### src/rtl/core/cfgb_pkg.sv
// shared constants and types for the csr fanout graph builder
// depends on nothing; used by every module under rtl/core except cfgb_ram
package cfgb_pkg;

  localparam int MaxWires  = 1024;
  localparam int MaxGates  = 1024;
  localparam int MaxEdges  = 2048;
  localparam int WireW     = $clog2(MaxWires);
  localparam int GateW     = $clog2(MaxGates);
  localparam int EdgeW     = $clog2(MaxEdges);
  localparam int CntW      = EdgeW + 1;
  localparam int WtotW     = WireW + 1;
  localparam int GfillW    = GateW + 1;
  localparam int GateRecW  = 3 * WireW + 1;

  localparam logic [1:0] MODE_LOAD  = 2'd0;
  localparam logic [1:0] MODE_BUILD = 2'd1;
  localparam logic [1:0] MODE_QUERY = 2'd2;
  localparam logic [1:0] MODE_READ  = 2'd3;

  localparam logic CFG_WIRE_TOTAL  = 1'b0;
  localparam logic CFG_INPUT_TOTAL = 1'b1;

  // datapath phase select
  typedef enum logic [2:0] {
    PH_CLEAR   = 3'd0,
    PH_COUNT   = 3'd1,
    PH_PREFIX  = 3'd2,
    PH_SCATTER = 3'd3,
    PH_CMD     = 3'd4
  } phase_t;

  typedef struct packed {
    logic   cnt_clr;     // reset sweep counter
    logic   cnt_step;    // advance sweep counter
    phase_t phase;       // which sweep drives the rams
    logic   cmd_issue;   // launch single-access command
    logic   cmd_finish;  // produce command result
    logic   build_done;  // commit build result
  } dp_cmd_t;

  typedef struct packed {
    logic sweep_last;    // sweep counter at final element
    logic edge_ovf;      // counted edges exceed limit
  } dp_stat_t;

endpackage

### src/rtl/core/cfgb_ctrl.sv
// build and command sequencer
// depends on cfgb_pkg
module cfgb_ctrl (
  input  logic              clk,
  input  logic              rst_n,
  input  logic              start,
  input  logic [1:0]        in_mode,
  input  cfgb_pkg::dp_stat_t stat,
  output logic              busy,
  output cfgb_pkg::dp_cmd_t cmd
);
  typedef enum logic [6:0] {
    S_IDLE    = 7'b0000001,
    S_CMD     = 7'b0000010,
    S_CLEAR   = 7'b0000100,
    S_COUNT   = 7'b0001000,
    S_PREFIX  = 7'b0010000,
    S_SCATTER = 7'b0100000,
    S_DONE    = 7'b1000000
  } state_t;

  state_t state_r, state_nxt;

  always_comb begin
    state_nxt = state_r;
    cmd       = '0;
    cmd.phase = cfgb_pkg::PH_CMD;
    case (state_r)
      S_IDLE: begin
        if (start) begin
          cmd.cnt_clr = 1'b1;
          if (in_mode == cfgb_pkg::MODE_BUILD) begin
            state_nxt = S_CLEAR;
          end else begin
            cmd.cmd_issue = 1'b1;
            state_nxt = S_CMD;
          end
        end
      end
      S_CMD: begin
        cmd.cmd_finish = 1'b1;
        state_nxt = S_IDLE;
      end
      S_CLEAR: begin
        cmd.phase = cfgb_pkg::PH_CLEAR;
        cmd.cnt_step = 1'b1;
        if (stat.sweep_last) begin
          cmd.cnt_clr = 1'b1;
          state_nxt = S_COUNT;
        end
      end
      S_COUNT: begin
        cmd.phase = cfgb_pkg::PH_COUNT;
        cmd.cnt_step = 1'b1;
        if (stat.sweep_last) begin
          cmd.cnt_clr = 1'b1;
          state_nxt = S_PREFIX;
        end
      end
      S_PREFIX: begin
        cmd.phase = cfgb_pkg::PH_PREFIX;
        cmd.cnt_step = 1'b1;
        if (stat.edge_ovf) begin
          state_nxt = S_DONE;
        end else if (stat.sweep_last) begin
          cmd.cnt_clr = 1'b1;
          state_nxt = S_SCATTER;
        end
      end
      S_SCATTER: begin
        cmd.phase = cfgb_pkg::PH_SCATTER;
        cmd.cnt_step = 1'b1;
        if (stat.sweep_last) begin
          state_nxt = S_DONE;
        end
      end
      S_DONE: begin
        cmd.build_done = 1'b1;
        state_nxt = S_IDLE;
      end
      default: state_nxt = S_IDLE;
    endcase
  end

  always_ff @(posedge clk) begin
    if (!rst_n) begin
      state_r <= S_IDLE;
    end else begin
      state_r <= state_nxt;
    end
  end

  assign busy = (state_r != S_IDLE);

  a_onehot: assert property (@(posedge clk) disable iff (!rst_n) $onehot(state_r))
    else $error("state not one-hot");
  a_cmd_one_cycle: assert property (@(posedge clk) disable iff (!rst_n)
    (state_r == S_CMD) |=> (state_r == S_IDLE))
    else $error("command took more than one cycle");
  a_done_follows: assert property (@(posedge clk) disable iff (!rst_n)
    (state_r == S_DONE) |=> !busy)
    else $error("build did not end");
endmodule

### config.mk
export PLATFORM = sky130hd
export DESIGN_NAME = cfgb_ctrl
export DESIGN_NICKNAME = d
export VERILOG_FILES = /design/src/rtl/core/cfgb_pkg.sv /design/src/rtl/core/cfgb_ctrl.sv
export SDC_FILE = /design/constraint.sdc
export NUM_CORES = 1
export LEC_CHECK = 0
export ABC_AREA = 1
export BUFFER_PORTS_ARGS = -buffer_cell sky130_fd_sc_hd__buf_2
export CAP_MARGIN = 20
export CORE_MARGIN = 1.5
export CORE_UTILIZATION = 25
export DETAILED_ROUTE_END_ITERATION = 6
export GPL_TIMING_DRIVEN = 0
export PLACE_DENSITY = 0.52
export SLEW_MARGIN = 5
export SYNTH_ARGS = -nofsm -noshare
export SYNTH_HDL_FRONTEND = slang
export SYNTH_SLANG_ARGS = --single-unit
export TNS_END_PERCENT = 30
### constraint.sdc
create_clock -name clk -period 2.53 [get_ports clk]
set_clock_uncertainty 0.1 [all_clocks]
set_input_delay 0.1265 -clock clk [delete_from_list [all_inputs] [get_ports clk]]
set_output_delay 0.1265 -clock clk [all_outputs]
set_load 0.1 [all_outputs]
==> results.yml <==
outcome:
  status: "finished, final reports clean"
die:
  io_pins: 16
  die_x_um: 50.9
  core_area_mm2: 0.00219
  fp-row-count: 17
  die_h_um: 50.9
  initial_utilization_pct: 26.2
  dieArea_mm2: 0.00259
final_layout:
  largest-register: "state_r"
  areaGrowthSynthToFinish_pct: 26.4
  drive_gt1_share_pct: 55.8
  largest_register_ffs: 7
  final_nets: 112
  antenna_cells: 0
  reg_top3: "state_r: 7 flops"
  final_cells: 132
  n_fill_cell: 257
logic_synthesis:
  yosys_register_bits: 7
  synth_cells: 84
  synth_cell_types: 19
  synth_nets: 91
  yosysWarnings: 0
  syn_avg_cell_area_um2: 6.84
  syn-cell-area_um2: 574
  seq_area_frac_synth_pct: 24.4
setup_path:
  critPathMaxStageDelay_ns: 0.41
  cp_common_cell: "nand2_1"
  cp_slowest_cell: "buf_2"
  endpoint_kind: "primary output"
  path_max_fanout: 3
  start_kind: "flip-flop"
  rrSetupSlack_ns: 1.11
  crit_family: "simple AND/OR/NAND/NOR gates"
  required_ns: 2.30
  cp_num_buf_inv: 2
  worstPathArrival_ns: 1.78
  cp_cell_sequence: "inv_2 > nand2_1 > nor2_2 > nand2_2 > nor2_1 > o21ai_0 > nand2_1 > buf_2"
  path_class: "flip-flop to primary output"
detailed_routing:
  wl_met2_um: 640
  wl_met3_um: 48
  drt_wl_total_mm: 1.27
  drc: 0
  routedWlPerCell_um: 9.64
  vias_per_cell: 4.22
  drtPass1Iterations: 4
  drtAntennaViolNets: 0
  via_count: 557
  drtIter0Drc: 10
  top_layer_used: "met4"
  wl_met1_um: 562
pwr:
  total_power_uw: 941
  leakagePower_uw: 0.000378
  power.density_mw_per_mm2: 1300
  vdd_ir_drop_max_uv: 625
clock_tree:
  clock_latency_ns: 0.25
  clk_pin_slew_worst_paths_ns: 0.06
  cts_root_buffer: "clkbuf_4"
  cts_max_path_buffers: 2
  cts.htree.levels: 1
  cts_buffers: 3
  numClockSinks: 7
  tritoncts: "done"
  cts_resized: 0
placement:
  port_buffers: 15
  hpwl_mm: 1.13
  globalplace.congestion: 0.742
  preCtsSetupSlack_ns: 0.789
  place_inst: 127
sta:
  setup_viol: 0
  layout_setup_ws_ns: 0.528
  finalSetupTns_ns: 0
  period_minus_slack_ns: 2.00
  hold_slack_ns: 0.0812
  finalHoldViolCount: 0
  fmax_ghz: 0.499
  max_slew_margin_pct: 67.9
  rsz0062_at_grt: "no"
  drv_slew: 0
  finalCritPeriodShare_pct: 79.1
  worstMarginPinSlew_ns: 0.484
global_route:
  grt_first_pass_wirelength_mm: 2.26
  antenna_found_initial: 0
  grt_remaining_overflow: 0
  grt_pass1_vias: 596
  grt_max_degree: 7
  grt_use_total_pct: 11.8
run:
  cap_violations: 0
min_path:
  worstHoldPathType: "input port to flip-flop"
[synth_stat cells (all sizes together)]
library cell,number,area (um2)
nand4,1,6.26
nand3,7,62.6
a21oi,3,18.8
o21ai,1,5.00
dfxtp,7,140
nand2,22,123
nor3,6,50.1
or2,1,6.26
nor2,18,95.1
inv,18,67.6
[layout by cell type, fill, tap and decap left out, drive strengths merged]
cell type,instances
nand2,22
nor2,18
inv,18
buf,15
dfxtp,7
nand3,7
nor3,6
clkbuf,4
a21oi,3
o21ai,1
or2,1
nand4,1
dlygate4sd3,1
[worst paths after layout]
check,startpoint,to,depth (start not counted)
max,state_r[1],cmd[7],8
min,in_mode[1],state_r[2],4
max reg2reg,state_r[4],state_r[5],10
min reg2reg,state_r[2],state_r[2],2
[tightest hold or removal path: stages]
cell,delay [ns]
buf_2,0.07
nor2_1,0.06
nand2_1,0.08
a21oi_2,0.05
[kinds of logic (layout without fill, tap and decap cells)]
group,Yosys count,after routing,share of synthesized area [%]
and+or+nand+nor,55,55,59.7
buffers and inverters,18,38,11.8
AOI/OAI and AO/OA,4,4,4.14
DFF,7,7,24.4
[cell type report]
class	instances	area, um2	area share, %
inverter	18	67.6	9.31
multi-input combinational	59	372	51.2
sequential	7	140	19.3
timing repair buffer	16	85.1	11.7
clock buffer	4	26.3	3.62
tap	28	35.0	4.83
[power breakdown]
part           total, uW  switching [uW]  internal, uW
clock network        103            42.3          60.3
registers            156            20.3           135
logic                682             546           136
[repair_timing]
| action | CTS | global route |
|---|---|---|
| endpoints found under the setup margin | 0 | 0 |
| hold buffers | 1 | 0 |
| hold endpoints to repair | 1 | 0 |
| buffers inserted | 0 | 0 |
[stage by stage]
step / instance area (um2) / utilization, %
global placement: 689 / 31.5
detailed placement: 689 / 31.5
floorplan: 579 / -
CTS: 726 / 33.1
finish: 726 / 33.1
global route: 726 / 33.1
[routing by layer]
metal | track usage [%] | up-vias
met5 | 0 | -
met2 | 21.9 | 15
met3 | 1.75 | 2
met1 | 12.5 | 240
li1 | - | 300
met4 | 6.76 | 0
Power figures use the tool's default switching activity.
